File: src/rtl/lsfc_pkg.sv
// ============================================================================
// lsfc_pkg
// shared types, widths, reset values and microcode for the state feedback unit
// ============================================================================
package lsfc_pkg;

   localparam int SAMPLE_WIDTH = 18;
   localparam int GAIN_WIDTH   = 20;
   localparam int FORCE_WIDTH  = SAMPLE_WIDTH + 1;

   localparam int ERR_W    = SAMPLE_WIDTH + 1;         // reference or sample differences
   localparam int OPND_W   = GAIN_WIDTH + 1;           // shared multiplier operand
   localparam int PROD_W   = 2 * OPND_W;
   localparam int DERIV_W  = ERR_W + GAIN_WIDTH + 1;   // difference times rate_scale
   localparam int HI_SHIFT = OPND_W - 1;               // split point of a derivative
   localparam int FRAC_SHIFT  = 12;
   localparam int ROUND_SHIFT = 24;
   localparam int ACC_W   = 64;
   localparam int FORCE_W = ACC_W - ROUND_SHIFT;

   localparam int STEP_W      = 4;
   localparam int CSR_ADDR_W  = 5;
   localparam int CSR_DATA_W  = 32;
   localparam int REQ_DATA_W  = ((3 * SAMPLE_WIDTH + 7) / 8) * 8;
   localparam int RSP_DATA_W  = ((FORCE_WIDTH + 7) / 8) * 8;

   localparam logic [SAMPLE_WIDTH-1:0] ANGLE_TARGET_RST  = '0;
   localparam logic [GAIN_WIDTH-1:0]   POSITION_GAIN_RST = GAIN_WIDTH'(-34130);
   localparam logic [GAIN_WIDTH-1:0]   VELOCITY_GAIN_RST = GAIN_WIDTH'(-37659);
   localparam logic [GAIN_WIDTH-1:0]   ANGLE_GAIN_RST    = GAIN_WIDTH'(-306353);
   localparam logic [GAIN_WIDTH-1:0]   RATE_GAIN_RST     = GAIN_WIDTH'(-54055);
   localparam logic [GAIN_WIDTH-1:0]   RATE_SCALE_RST    = GAIN_WIDTH'(128000);
   localparam logic [SAMPLE_WIDTH-1:0] FORCE_LIMIT_RST   = SAMPLE_WIDTH'(163840);

   typedef enum logic [2:0] {
      REG_ANGLE_TARGET  = 3'd0,
      REG_POSITION_GAIN = 3'd1,
      REG_VELOCITY_GAIN = 3'd2,
      REG_ANGLE_GAIN    = 3'd3,
      REG_RATE_GAIN     = 3'd4,
      REG_RATE_SCALE    = 3'd5,
      REG_FORCE_LIMIT   = 3'd6,
      REG_UNUSED        = 3'd7
   } reg_index_type;

   typedef struct packed {
      logic [SAMPLE_WIDTH-1:0] angle_target;
      logic [GAIN_WIDTH-1:0]   position_gain;
      logic [GAIN_WIDTH-1:0]   velocity_gain;
      logic [GAIN_WIDTH-1:0]   angle_gain;
      logic [GAIN_WIDTH-1:0]   angular_rate_gain;
      logic [GAIN_WIDTH-1:0]   rate_scale;
      logic [SAMPLE_WIDTH-1:0] force_limit;
   } cfg_type;

   typedef enum logic [2:0] {
      A_ERR_POS, A_ERR_ANG, A_DPOS, A_DANG, A_VEL_LO, A_VEL_HI, A_RATE_LO, A_RATE_HI
   } a_sel_type;

   typedef enum logic [2:0] {
      B_POS_GAIN, B_VEL_GAIN, B_ANG_GAIN, B_RATE_GAIN, B_RATE_SCALE
   } b_sel_type;

   typedef enum logic [2:0] {
      ACC_NONE, ACC_LOAD_FRAC, ACC_ADD_FRAC, ACC_SUB, ACC_SUB_HI
   } acc_op_type;

   typedef enum logic [1:0] {
      ST_NONE, ST_VEL, ST_RATE
   } store_type;

   typedef enum logic [1:0] {
      POST_NONE, POST_ROUND, POST_EMIT
   } post_type;

   typedef enum logic [1:0] {
      WAIT_NONE, WAIT_IN, WAIT_OUT
   } wait_type;

   typedef struct packed {
      a_sel_type   a_sel;
      b_sel_type   b_sel;
      acc_op_type  acc_op;
      store_type   store;
      post_type    post;
      wait_type    wait_cond;
      logic        jump;
      logic [STEP_W-1:0] target;
   } ucode_type;

   // control word plus the advance strobe of the step counter
   typedef struct packed {
      ucode_type word;
      logic      go;
   } ctrl_type;

   localparam logic [STEP_W-1:0] STEP_IDLE = '0;

   // product of step n is accumulated or stored in step n+1 (multiplier output is registered)
   function automatic ucode_type ucode_rom(input logic [STEP_W-1:0] step);
      ucode_type w;
      w = '{a_sel: A_ERR_POS, b_sel: B_POS_GAIN, acc_op: ACC_NONE, store: ST_NONE,
            post: POST_NONE, wait_cond: WAIT_NONE, jump: 1'b0, target: STEP_IDLE};
      unique case (step)
         4'd0: w.wait_cond = WAIT_IN;
         4'd1: begin
            w.a_sel = A_ERR_POS; w.b_sel = B_POS_GAIN;
         end
         4'd2: begin
            w.a_sel = A_DPOS; w.b_sel = B_RATE_SCALE; w.acc_op = ACC_LOAD_FRAC;
         end
         4'd3: begin
            w.a_sel = A_ERR_ANG; w.b_sel = B_ANG_GAIN; w.store = ST_VEL;
         end
         4'd4: begin
            w.a_sel = A_DANG; w.b_sel = B_RATE_SCALE; w.acc_op = ACC_ADD_FRAC;
         end
         4'd5: begin
            w.a_sel = A_VEL_LO; w.b_sel = B_VEL_GAIN; w.store = ST_RATE;
         end
         4'd6: begin
            w.a_sel = A_VEL_HI; w.b_sel = B_VEL_GAIN; w.acc_op = ACC_SUB;
         end
         4'd7: begin
            w.a_sel = A_RATE_LO; w.b_sel = B_RATE_GAIN; w.acc_op = ACC_SUB_HI;
         end
         4'd8: begin
            w.a_sel = A_RATE_HI; w.b_sel = B_RATE_GAIN; w.acc_op = ACC_SUB;
         end
         4'd9:  w.acc_op = ACC_SUB_HI;
         4'd10: w.post = POST_ROUND;
         4'd11: begin
            w.post = POST_EMIT; w.wait_cond = WAIT_OUT; w.jump = 1'b1;
            w.target = STEP_IDLE;
         end
         default: begin
            w.jump = 1'b1; w.target = STEP_IDLE;
         end
      endcase
      return w;
   endfunction

endpackage

File: src/rtl/lqr_state_feedback_controller_unit.sv
// ============================================================================
// lqr_state_feedback_controller_unit
// full-state feedback force controller for a cart and pendulum
// ============================================================================
// Each input transfer carries a cart position sample, a pendulum angle sample
// and the position setpoint (signed Q6.12). The unit forms the position and
// angle errors, the backward-difference velocities scaled by rate_scale, and
// sums the four gain-weighted terms exactly in a wide accumulator, then rounds
// half up to Q7.12, clamps to +-force_limit and raises saturated on a clamp.
// A microcode sequencer walks a 12-word program, and its eight multiply steps
// share one registered 21x21 signed multiplier (each velocity product against
// its gain is split into a low and a high half). A new item is taken only once
// the program has run through for the previous one, whose result the last step
// moves into an output register when that register is free, so the next item is
// taken while it waits. The user must write gains and limits through the csr
// port only while the unit is idle; the unit itself does not enforce this.
module lqr_state_feedback_controller_unit (
   input  logic                            clock,
   input  logic                            reset,
   // input stream
   input  logic                            req_tvalid,
   output logic                            req_tready,
   input  logic [lsfc_pkg::REQ_DATA_W-1:0] req_tdata,   // position_sample[17:0],
                                                        // angle_sample[35:18],
                                                        // position_ref[53:36],
                                                        // zero pad [55:54]
   // result stream
   output logic                            rsp_tvalid,
   input  logic                            rsp_tready,
   output logic [lsfc_pkg::RSP_DATA_W-1:0] rsp_tdata,   // force_res[18:0], zero pad [23:19]
   output logic                            rsp_tuser,   // saturated
   // configuration
   input  logic                            csr_psel,
   input  logic                            csr_penable,
   input  logic                            csr_pwrite,
   input  logic [lsfc_pkg::CSR_ADDR_W-1:0] csr_paddr,
   input  logic [lsfc_pkg::CSR_DATA_W-1:0] csr_pwdata,
   output logic [lsfc_pkg::CSR_DATA_W-1:0] csr_prdata,
   output logic                            csr_pready
);
   import lsfc_pkg::*;

   cfg_type  cfg;
   ctrl_type ctrl;
   logic     out_free;
   logic signed [SAMPLE_WIDTH-1:0] position_sample, angle_sample, position_ref;
   logic signed [FORCE_WIDTH-1:0]  force_res;
   logic                           saturated;

   // unpack the input transfer
   assign position_sample = $signed(req_tdata[SAMPLE_WIDTH-1:0]);
   assign angle_sample    = $signed(req_tdata[2*SAMPLE_WIDTH-1:SAMPLE_WIDTH]);
   assign position_ref    = $signed(req_tdata[3*SAMPLE_WIDTH-1:2*SAMPLE_WIDTH]);

   // register file
   lsfc_csr u_csr (
      .clock       (clock),
      .reset       (reset),
      .csr_psel    (csr_psel),
      .csr_penable (csr_penable),
      .csr_pwrite  (csr_pwrite),
      .csr_paddr   (csr_paddr),
      .csr_pwdata  (csr_pwdata),
      .csr_prdata  (csr_prdata),
      .csr_pready  (csr_pready),
      .cfg         (cfg)
   );

   // microcode step counter, owns the input handshake
   lsfc_sequencer u_sequencer (
      .clock      (clock),
      .reset      (reset),
      .req_tvalid (req_tvalid),
      .out_free   (out_free),
      .req_tready (req_tready),
      .ctrl       (ctrl)
   );

   // arithmetic and output register
   lsfc_datapath u_datapath (
      .clock           (clock),
      .reset           (reset),
      .ctrl            (ctrl),
      .cfg             (cfg),
      .position_sample (position_sample),
      .angle_sample    (angle_sample),
      .position_ref    (position_ref),
      .out_free        (out_free),
      .rsp_tvalid      (rsp_tvalid),
      .rsp_tready      (rsp_tready),
      .force_res       (force_res),
      .saturated       (saturated)
   );

   // pack the result transfer, pad bits stay zero
   assign rsp_tdata = {{(RSP_DATA_W - FORCE_WIDTH){1'b0}}, force_res};
   assign rsp_tuser = saturated;

endmodule

File: src/rtl/lsfc_csr.sv
// ============================================================================
// lsfc_csr
// register file behind the apb-style configuration port
// ============================================================================
module lsfc_csr (
   input  logic                             clock,
   input  logic                             reset,
   input  logic                             csr_psel,
   input  logic                             csr_penable,
   input  logic                             csr_pwrite,
   input  logic [lsfc_pkg::CSR_ADDR_W-1:0]  csr_paddr,
   input  logic [lsfc_pkg::CSR_DATA_W-1:0]  csr_pwdata,
   output logic [lsfc_pkg::CSR_DATA_W-1:0]  csr_prdata,
   output logic                             csr_pready,
   output lsfc_pkg::cfg_type                cfg
);
   import lsfc_pkg::*;

   cfg_type       cfg_ff, cfg_in;
   reg_index_type index;
   logic          write_en;

   assign csr_pready = 1'b1;
   assign index      = reg_index_type'(csr_paddr[CSR_ADDR_W-1:2]);
   assign write_en   = csr_psel & csr_penable & csr_pwrite & csr_pready;

   always_comb begin
      cfg_in = cfg_ff;
      if (write_en) begin
         unique case (index)
            REG_ANGLE_TARGET:  cfg_in.angle_target      = csr_pwdata[SAMPLE_WIDTH-1:0];
            REG_POSITION_GAIN: cfg_in.position_gain     = csr_pwdata[GAIN_WIDTH-1:0];
            REG_VELOCITY_GAIN: cfg_in.velocity_gain     = csr_pwdata[GAIN_WIDTH-1:0];
            REG_ANGLE_GAIN:    cfg_in.angle_gain        = csr_pwdata[GAIN_WIDTH-1:0];
            REG_RATE_GAIN:     cfg_in.angular_rate_gain = csr_pwdata[GAIN_WIDTH-1:0];
            REG_RATE_SCALE:    cfg_in.rate_scale        = csr_pwdata[GAIN_WIDTH-1:0];
            REG_FORCE_LIMIT:   cfg_in.force_limit       = csr_pwdata[SAMPLE_WIDTH-1:0];
            default: ;
         endcase
      end
   end

   always_comb begin
      unique case (index)
         REG_ANGLE_TARGET:  csr_prdata = CSR_DATA_W'(cfg_ff.angle_target);
         REG_POSITION_GAIN: csr_prdata = CSR_DATA_W'(cfg_ff.position_gain);
         REG_VELOCITY_GAIN: csr_prdata = CSR_DATA_W'(cfg_ff.velocity_gain);
         REG_ANGLE_GAIN:    csr_prdata = CSR_DATA_W'(cfg_ff.angle_gain);
         REG_RATE_GAIN:     csr_prdata = CSR_DATA_W'(cfg_ff.angular_rate_gain);
         REG_RATE_SCALE:    csr_prdata = CSR_DATA_W'(cfg_ff.rate_scale);
         REG_FORCE_LIMIT:   csr_prdata = CSR_DATA_W'(cfg_ff.force_limit);
         default:           csr_prdata = '0;
      endcase
   end

   always_ff @(posedge clock) begin
      if (reset) begin
         cfg_ff.angle_target      <= ANGLE_TARGET_RST;
         cfg_ff.position_gain     <= POSITION_GAIN_RST;
         cfg_ff.velocity_gain     <= VELOCITY_GAIN_RST;
         cfg_ff.angle_gain        <= ANGLE_GAIN_RST;
         cfg_ff.angular_rate_gain <= RATE_GAIN_RST;
         cfg_ff.rate_scale        <= RATE_SCALE_RST;
         cfg_ff.force_limit       <= FORCE_LIMIT_RST;
      end else begin
         cfg_ff <= cfg_in;
      end
   end

   assign cfg = cfg_ff;

endmodule

File: src/rtl/lsfc_sequencer.sv
// ============================================================================
// lsfc_sequencer
// step counter over the microcode table, with wait and jump handling
// ============================================================================
module lsfc_sequencer (
   input  logic               clock,
   input  logic               reset,
   input  logic               req_tvalid,
   input  logic               out_free,
   output logic               req_tready,
   output lsfc_pkg::ctrl_type ctrl
);
   import lsfc_pkg::*;

   logic [STEP_W-1:0] step_ff, step_in;
   ucode_type         word;
   logic              go;

   assign word = ucode_rom(step_ff);

   always_comb begin
      unique case (word.wait_cond)
         WAIT_IN:  go = req_tvalid;
         WAIT_OUT: go = out_free;
         default:  go = 1'b1;
      endcase
   end

   always_comb begin
      step_in = step_ff;
      if (go) begin
         if (word.jump) begin
            step_in = word.target;
         end else begin
            step_in = step_ff + 1'b1;
         end
      end
   end

   always_ff @(posedge clock) begin
      if (reset) begin
         step_ff <= STEP_IDLE;
      end else begin
         step_ff <= step_in;
      end
   end

   assign req_tready = (word.wait_cond == WAIT_IN);
   assign ctrl.word  = word;
   assign ctrl.go    = go;

endmodule

File: src/rtl/lsfc_datapath.sv
// ============================================================================
// lsfc_datapath
// sample differences, shared multiplier, accumulator, rounding and clamp
// ============================================================================
module lsfc_datapath (
   input  logic                                clock,
   input  logic                                reset,
   input  lsfc_pkg::ctrl_type                  ctrl,
   input  lsfc_pkg::cfg_type                   cfg,
   input  logic signed [lsfc_pkg::SAMPLE_WIDTH-1:0] position_sample,
   input  logic signed [lsfc_pkg::SAMPLE_WIDTH-1:0] angle_sample,
   input  logic signed [lsfc_pkg::SAMPLE_WIDTH-1:0] position_ref,
   output logic                                out_free,
   output logic                                rsp_tvalid,
   input  logic                                rsp_tready,
   output logic signed [lsfc_pkg::FORCE_WIDTH-1:0] force_res,
   output logic                                saturated
);
   import lsfc_pkg::*;

   logic signed [SAMPLE_WIDTH-1:0] prev_pos_ff, prev_ang_ff;
   logic signed [ERR_W-1:0]        err_pos_ff, err_ang_ff, dpos_ff, dang_ff;
   logic signed [DERIV_W-1:0]      vel_ff, rate_ff;
   logic signed [OPND_W-1:0]       op_a, op_b;
   logic signed [PROD_W-1:0]       prod_ff;
   logic signed [ACC_W-1:0]        prod_ext, acc_ff, acc_in, rounded;
   logic signed [FORCE_W-1:0]      force_ff, lim_pos, lim_neg;
   logic signed [FORCE_WIDTH-1:0]  force_res_ff, force_res_in;
   logic                           sat_ff, sat_in, valid_ff, valid_in;
   logic                           accept, emit;

   assign accept = ctrl.go && (ctrl.word.wait_cond == WAIT_IN);
   assign emit   = ctrl.go && (ctrl.word.post == POST_EMIT);

   // differences taken once at the input transfer, previous samples move on
   always_ff @(posedge clock) begin
      if (reset) begin
         prev_pos_ff <= '0;
         prev_ang_ff <= '0;
      end else if (accept) begin
         prev_pos_ff <= position_sample;
         prev_ang_ff <= angle_sample;
      end
   end

   always_ff @(posedge clock) begin
      if (accept) begin
         err_pos_ff <= ERR_W'(position_ref) - ERR_W'(position_sample);
         err_ang_ff <= ERR_W'($signed(cfg.angle_target)) - ERR_W'(angle_sample);
         dpos_ff    <= ERR_W'(position_sample) - ERR_W'(prev_pos_ff);
         dang_ff    <= ERR_W'(angle_sample) - ERR_W'(prev_ang_ff);
      end
   end

   always_comb begin
      unique case (ctrl.word.a_sel)
         A_ERR_POS: op_a = OPND_W'(err_pos_ff);
         A_ERR_ANG: op_a = OPND_W'(err_ang_ff);
         A_DPOS:    op_a = OPND_W'(dpos_ff);
         A_DANG:    op_a = OPND_W'(dang_ff);
         A_VEL_LO:  op_a = $signed({1'b0, vel_ff[HI_SHIFT-1:0]});
         A_VEL_HI:  op_a = OPND_W'($signed(vel_ff[DERIV_W-1:HI_SHIFT]));
         A_RATE_LO: op_a = $signed({1'b0, rate_ff[HI_SHIFT-1:0]});
         A_RATE_HI: op_a = OPND_W'($signed(rate_ff[DERIV_W-1:HI_SHIFT]));
         default:   op_a = '0;
      endcase
   end

   always_comb begin
      unique case (ctrl.word.b_sel)
         B_POS_GAIN:   op_b = OPND_W'($signed(cfg.position_gain));
         B_VEL_GAIN:   op_b = OPND_W'($signed(cfg.velocity_gain));
         B_ANG_GAIN:   op_b = OPND_W'($signed(cfg.angle_gain));
         B_RATE_GAIN:  op_b = OPND_W'($signed(cfg.angular_rate_gain));
         B_RATE_SCALE: op_b = $signed({1'b0, cfg.rate_scale});
         default:      op_b = '0;
      endcase
   end

   always_ff @(posedge clock) begin
      prod_ff <= op_a * op_b;
   end

   always_ff @(posedge clock) begin
      unique case (ctrl.word.store)
         ST_VEL:  vel_ff  <= DERIV_W'(prod_ff);
         ST_RATE: rate_ff <= DERIV_W'(prod_ff);
         default: ;
      endcase
   end

   assign prod_ext = ACC_W'(prod_ff);

   always_comb begin
      unique case (ctrl.word.acc_op)
         ACC_LOAD_FRAC: acc_in = prod_ext <<< FRAC_SHIFT;
         ACC_ADD_FRAC:  acc_in = acc_ff + (prod_ext <<< FRAC_SHIFT);
         ACC_SUB:       acc_in = acc_ff - prod_ext;
         ACC_SUB_HI:    acc_in = acc_ff - (prod_ext <<< HI_SHIFT);
         default:       acc_in = acc_ff;
      endcase
   end

   always_ff @(posedge clock) begin
      acc_ff <= acc_in;
   end

   // round half up to q.12
   assign rounded = acc_ff + (ACC_W'(1) <<< (ROUND_SHIFT - 1));

   always_ff @(posedge clock) begin
      if (ctrl.word.post == POST_ROUND) begin
         force_ff <= rounded[ACC_W-1:ROUND_SHIFT];
      end
   end

   assign lim_pos = $signed(FORCE_W'(cfg.force_limit));
   assign lim_neg = -lim_pos;

   always_comb begin
      priority if (force_ff > lim_pos) begin
         force_res_in = FORCE_WIDTH'(lim_pos);
         sat_in       = 1'b1;
      end else if (force_ff < lim_neg) begin
         force_res_in = FORCE_WIDTH'(lim_neg);
         sat_in       = 1'b1;
      end else begin
         force_res_in = FORCE_WIDTH'(force_ff);
         sat_in       = 1'b0;
      end
   end

   assign out_free = !valid_ff || rsp_tready;

   always_comb begin
      valid_in = valid_ff;
      if (emit) begin
         valid_in = 1'b1;
      end else if (rsp_tready) begin
         valid_in = 1'b0;
      end
   end

   always_ff @(posedge clock) begin
      if (reset) begin
         valid_ff <= 1'b0;
      end else begin
         valid_ff <= valid_in;
      end
   end

   always_ff @(posedge clock) begin
      if (emit) begin
         force_res_ff <= force_res_in;
         sat_ff       <= sat_in;
      end
   end

   assign rsp_tvalid = valid_ff;
   assign force_res  = force_res_ff;
   assign saturated  = sat_ff;

endmodule

File: config.mk
export PLATFORM = sky130hd
export DESIGN_NAME = lqr_state_feedback_controller_unit
export DESIGN_NICKNAME = d
export VERILOG_FILES = /design/src/rtl/lsfc_pkg.sv /design/src/rtl/lqr_state_feedback_controller_unit.sv /design/src/rtl/lsfc_csr.sv /design/src/rtl/lsfc_sequencer.sv /design/src/rtl/lsfc_datapath.sv
export SDC_FILE = /design/constraint.sdc
export NUM_CORES = 2
export LEC_CHECK = 0
export ABC_AREA = 1
export BUFFER_PORTS_ARGS = -buffer_cell sky130_fd_sc_hd__buf_2
export CORE_UTILIZATION = 50
export CTS_CLUSTER_DIAMETER = 60
export CTS_CLUSTER_SIZE = 16
export DETAILED_ROUTE_END_ITERATION = 12
export PLACE_DENSITY = 0.63
export SYNTH_ARGS = -nofsm -noshare
export SYNTH_HDL_FRONTEND = slang
export SYNTH_HIERARCHICAL = 1
export SYNTH_SLANG_ARGS = --single-unit
File: constraint.sdc
create_clock -name clock -period 23.5 [get_ports clock]
set_clock_uncertainty 0.2 [all_clocks]
set_input_delay 7.05 -clock clock [delete_from_list [all_inputs] [get_ports clock]]
set_output_delay 7.05 -clock clock [all_outputs]
set_load 0.02 [all_outputs]
; ---- Yosys cells after proc, flatten, opt, wreduce, memory -nomap -nowiden
; Cells that the tools add are included.
[word_totals]
register_bits = 499
[classes]
order_cmp = 2
n_mul = 1
n_bitwise = 2
n_addsub = 10
mux = 17
reduce_logical = 20
n_eq_ne = 38
[ops]
columns = operator, n
row1 = $pmux W64 S4, 1
row2 = $pmux W21 S8, 1
row3 = $pmux W20 S7, 1
row4 = $pmux W21 S5, 1
row5 = $sub A18 B18 Y19, 4
row6 = $add A64 B25 Y64 const B, 1
row7 = $add A64 B54 Y64, 1
row8 = $sub A64 B42 Y64, 1
row9 = $sub A64 B62 Y64, 1
row10 = $mul A21 B21 Y42, 1
row11 = $pmux W6 S7, 1
row12 = $gt A40 B19 Y1, 1
row13 = $lt A40 B40 Y1, 1
row14 = $neg A18 Y40, 1
row15 = $eq A3 B3 Y1 const B, 9
row16 = $eq A3 B2 Y1 const B, 8
row17 = $mux W19, 1
row18 = $mux W18, 1
row19 = $eq A4 B3 Y1 const B, 4
row20 = $eq A4 B4 Y1 const B, 4
row21 = $reduce_and A2 Y1, 7
row22 = $eq A3 B1 Y1 const B, 4
row23 = $pmux W2 S2, 3
row24 = $pmux W3 S4, 1
row25 = 19 further kinds, 31

; ---- Logic depth before layout (Yosys ltp)
[logic_depth]
word_depth = 6
depth_mapped = 44

; ---- By module
; The synthesis kept the hierarchy.
[by_module_without_submodules]
columns = module, area_each_um2, instances, cells_each
row1 = lsfc_datapath, 51468.1, 1, 7328
row2 = lsfc_csr, 6821.5, 1, 1035
row3 = lsfc_sequencer, 526.8, 1, 86
row4 = lqr_state_feedback_controller_unit, 41.3, 1, 6

; ---- Worst setup path before layout
; Ideal clock, no wire load.
[synth_timing]
path_type = input to output
startpoint = input csr_paddr[3] in the netlist's numbering
endpoint = output csr_prdata[11] in the netlist's numbering
t_arrival_ps = 7934
path_slack_ps = 8316
path_stages = 8
required_ps = 16250
path_cell_list = buf_6 -> inv_6 -> buf_6 -> nand3_4 -> buf_4 -> nor2_1 -> nor2_1 -> nand2_1
[synth_between]
elab_chain_cells = 2
[synth_lines]
columns = element, line_no
row1 = from (decl), lqr_state_feedback_controller_unit.sv:36  ; input logic [lsfc_pkg::CSR_ADDR_W-1:0] csr_paddr,
row2 = "$eq A3 B3 Y1, or another cell as far along", lsfc_csr.sv:44  ; unique case (index)
row3 = $pmux W20 S7 *, lsfc_csr.sv:44
row4 = to (decl), lqr_state_feedback_controller_unit.sv:38  ; output logic [lsfc_pkg::CSR_DATA_W-1:0] csr_prdata,
; Every way passes the cells marked *; elsewhere a longest branch is shown, timed or not.

; ---- Worst setup path after layout
[layout_timing]
startpoint = input csr_paddr[2] in the netlist's numbering
endpoint = output csr_prdata[4] in the netlist's numbering
; Same word-level chain as after synthesis.

==> flow_metrics.env <==
export IMPL_clk_pin_slew_ns=0.06
export IMPL_min_period_ns=16.73
export IMPL_coreArea_um2=116400
export IMPL_grt_total_usage_pct=39.62
export IMPL_final_setup_viol_count=0
export IMPL_critPathSlowestCell="nor2_1"
export IMPL_avgViaCountPerCell=5.611
export IMPL_tightest_slew_ns=1.214
export IMPL_rsz0062_at_grt="no"
export IMPL_path_buf_inv=3
export IMPL_tritoncts="yes"
export IMPL_cp_cell_sequence="buf_2, nand2_1, nor2_1, buf_4, nand2_1, nand2_1, nor2_1, nand2_1, buf_2"
export IMPL_holdBufCountCts=0
export IMPL_io_buffer_count=125
export IMPL_fillers=11690
export IMPL_end_kind="output port"
export IMPL_die_h_um=345.0
export IMPL_grt_overflow=0
export IMPL_die_x_um=345.0
export IMPL_fmax_ghz=0.05978
export IMPL_critPathTopFamily="simple AND/OR/NAND/NOR gates"
export IMPL_path_class="input pin to output port"
export IMPL_place_congestion=1.091
export IMPL_initial_utilization_pct=50.54
export IMPL_layout_nets=9460
export IMPL_cts_resized_gates=0
export IMPL_final_max_slew_viol_count=0
export IMPL_clock_root_buffer="clkbuf_16"
export IMPL_fin_tns_setup_ns=0
export IMPL_worstPathArrival_ns=9.48
export IMPL_vias=56520
export IMPL_grt_pass1_vias=54130
export IMPL_hold_path_class="register to register"
export IMPL_dr_pass1_iters=6
export IMPL_syn_to_final_growth_pct=6.797
export IMPL_cts_made_buffers=69
export IMPL_hold_viol=0
export IMPL_rows=125
export IMPL_maxCapViolations=0
export IMPL_dp_final_hpwl_um=191900
export IMPL_slew_headroom_pct=18.89
export IMPL_required_ns=16.25
export IMPL_syn_avg_cell_area_um2=6.961
export IMPL_grt_max_degree=76
export IMPL_cp_start_kind="input pin"
export IMPL_post_cts_buffers=0
export IMPL_status="complete, no violations"
export IMPL_syn_cell_area_um2=58810
export IMPL_slowest_delay_ns=0.85
export IMPL_worst_path_most_repeated_cell="nand2_1"
export IMPL_clock_latency_ns=0.69
export IMPL_layout_drive_gt1_share_pct=6.025
export IMPL_drc_errors=0
export IMPL_synth_cells=8449
export IMPL_antenna_cells=0
export IMPL_io_pins=160
export IMPL_routedWlPerCell_um=23.43
export IMPL_drt_first_iter_violations=5778
export IMPL_synth_warning_count=6
export IMPL_cts_buffer_depth=3
export IMPL_crit_fanout=25
export IMPL_antenna_found_initial=8
export IMPL_route_antenna_remaining_nets=0
export IMPL_finalCritPeriodShare_pct=71.19
export IMPL_fp_dieArea_um2=119000
export IMPL_cts_num_sinks=499
export IMPL_finalWirelength_um=236000
export IMPL_h_tree_depth=3
export IMPL_grt_pass1_wl_um=344400
-- per-layer routing --
metal	track usage (%)	share of wire, %	wire length, µm
met1	52.62	41	97290
met4	21.42	6.2	14680
met3	8.751	9.9	23390
met2	60.00	43	100600
met5	0	0.011	27
-- cell type report --
class                      count  area [µm²]  share of cell area [%]
clock buffer                  76        1763                   2.807
multi-input combinational   5996       38130                   60.71
clock inverter                52       604.3                  0.9621
timing repair buffer         176        1008                   1.606
tap                         1524        1907                   3.036
inverter                    1749        6603                   10.51
sequential                   499       12790                   20.37
-- registers in the layout, summed over array words and instances, names as in the netlist, 19 cells and up --
name and cells:
u_datapath/force_res 19, u_datapath/err_pos_ff 19, u_datapath/prod_ff 42, u_datapath/rate_ff 40, u_datapath/err_ang_ff 19, u_csr/cfg 136, u_datapath/dpos_ff 19, u_datapath/force_ff 40
u_datapath/dang_ff 19, u_datapath/vel_ff 40, u_datapath/acc_ff 64
-- stage by stage --
step / cells / setup slack (ns) / utilization, % / hold slack [ns] / area (µm²)
finish: 10070 / 6.771 / 53.98 / 0.2896 / 62810
CTS: 10070 / 6.821 / 53.98 / 0.2868 / 62810
global placement: 9944 / 6.871 / 51.95 / 0.2711 / 60440
floorplan: 8464 / 8.316 / - / 0.2503 / 58870
global route: 10070 / 6.694 / 53.98 / 0.3036 / 62810
detailed placement: 9944 / 6.833 / 51.95 / 0.2734 / 60440
-- cells in the final DEF, fill, tap and decap left out, types with 26 or more instances in the layout --
cell / n
xnor2_1: 58
inv_1: 1694
nand2_1: 2428
inv_2: 42
a211oi_1: 37
nor2_2: 26
dfxtp_1: 219
nand2_2: 32
buf_2: 125
nand4_1: 193
xor2_1: 102
nor2_1: 842
ha_1: 403
nor3_1: 46
fa_1: 466
buf_4: 51
nand3_1: 536
clkbuf_16: 69
o21ai_0: 153
edfxtp_1: 280
a21oi_1: 325
-- final timing paths --
kind | to | slack (ns) | cells after the start | startpoint
worst min-delay path | u_csr/cfg[115] | 0.29 | 2 | u_csr/cfg[115]
worst max register to register | u_datapath/prod_ff[27] | 13.76 | 28 | u_sequencer/step_ff[0]
worst max-delay path | csr_prdata[4] | 6.77 | 9 | csr_paddr[2]
worst min register to register | u_csr/cfg[115] | 0.29 | 2 | u_csr/cfg[115]
-- worst register-to-register path, delay by kind of cell (launching register included) --
kind / cells / cell delay (ns)
adders and majority gates: 9 / 4.38
xor gates and xnor gates: 1 / 0.16
AOI/OAI and AO/OA: 5 / 1.87
DFF: 1 / 0.39
and+or+nand+nor: 8 / 1.82
buffers and inverters: 5 / 0.74
Power is not shown: default switching activity piles up to over one toggle a cycle in this logic, so the estimate is an artifact.
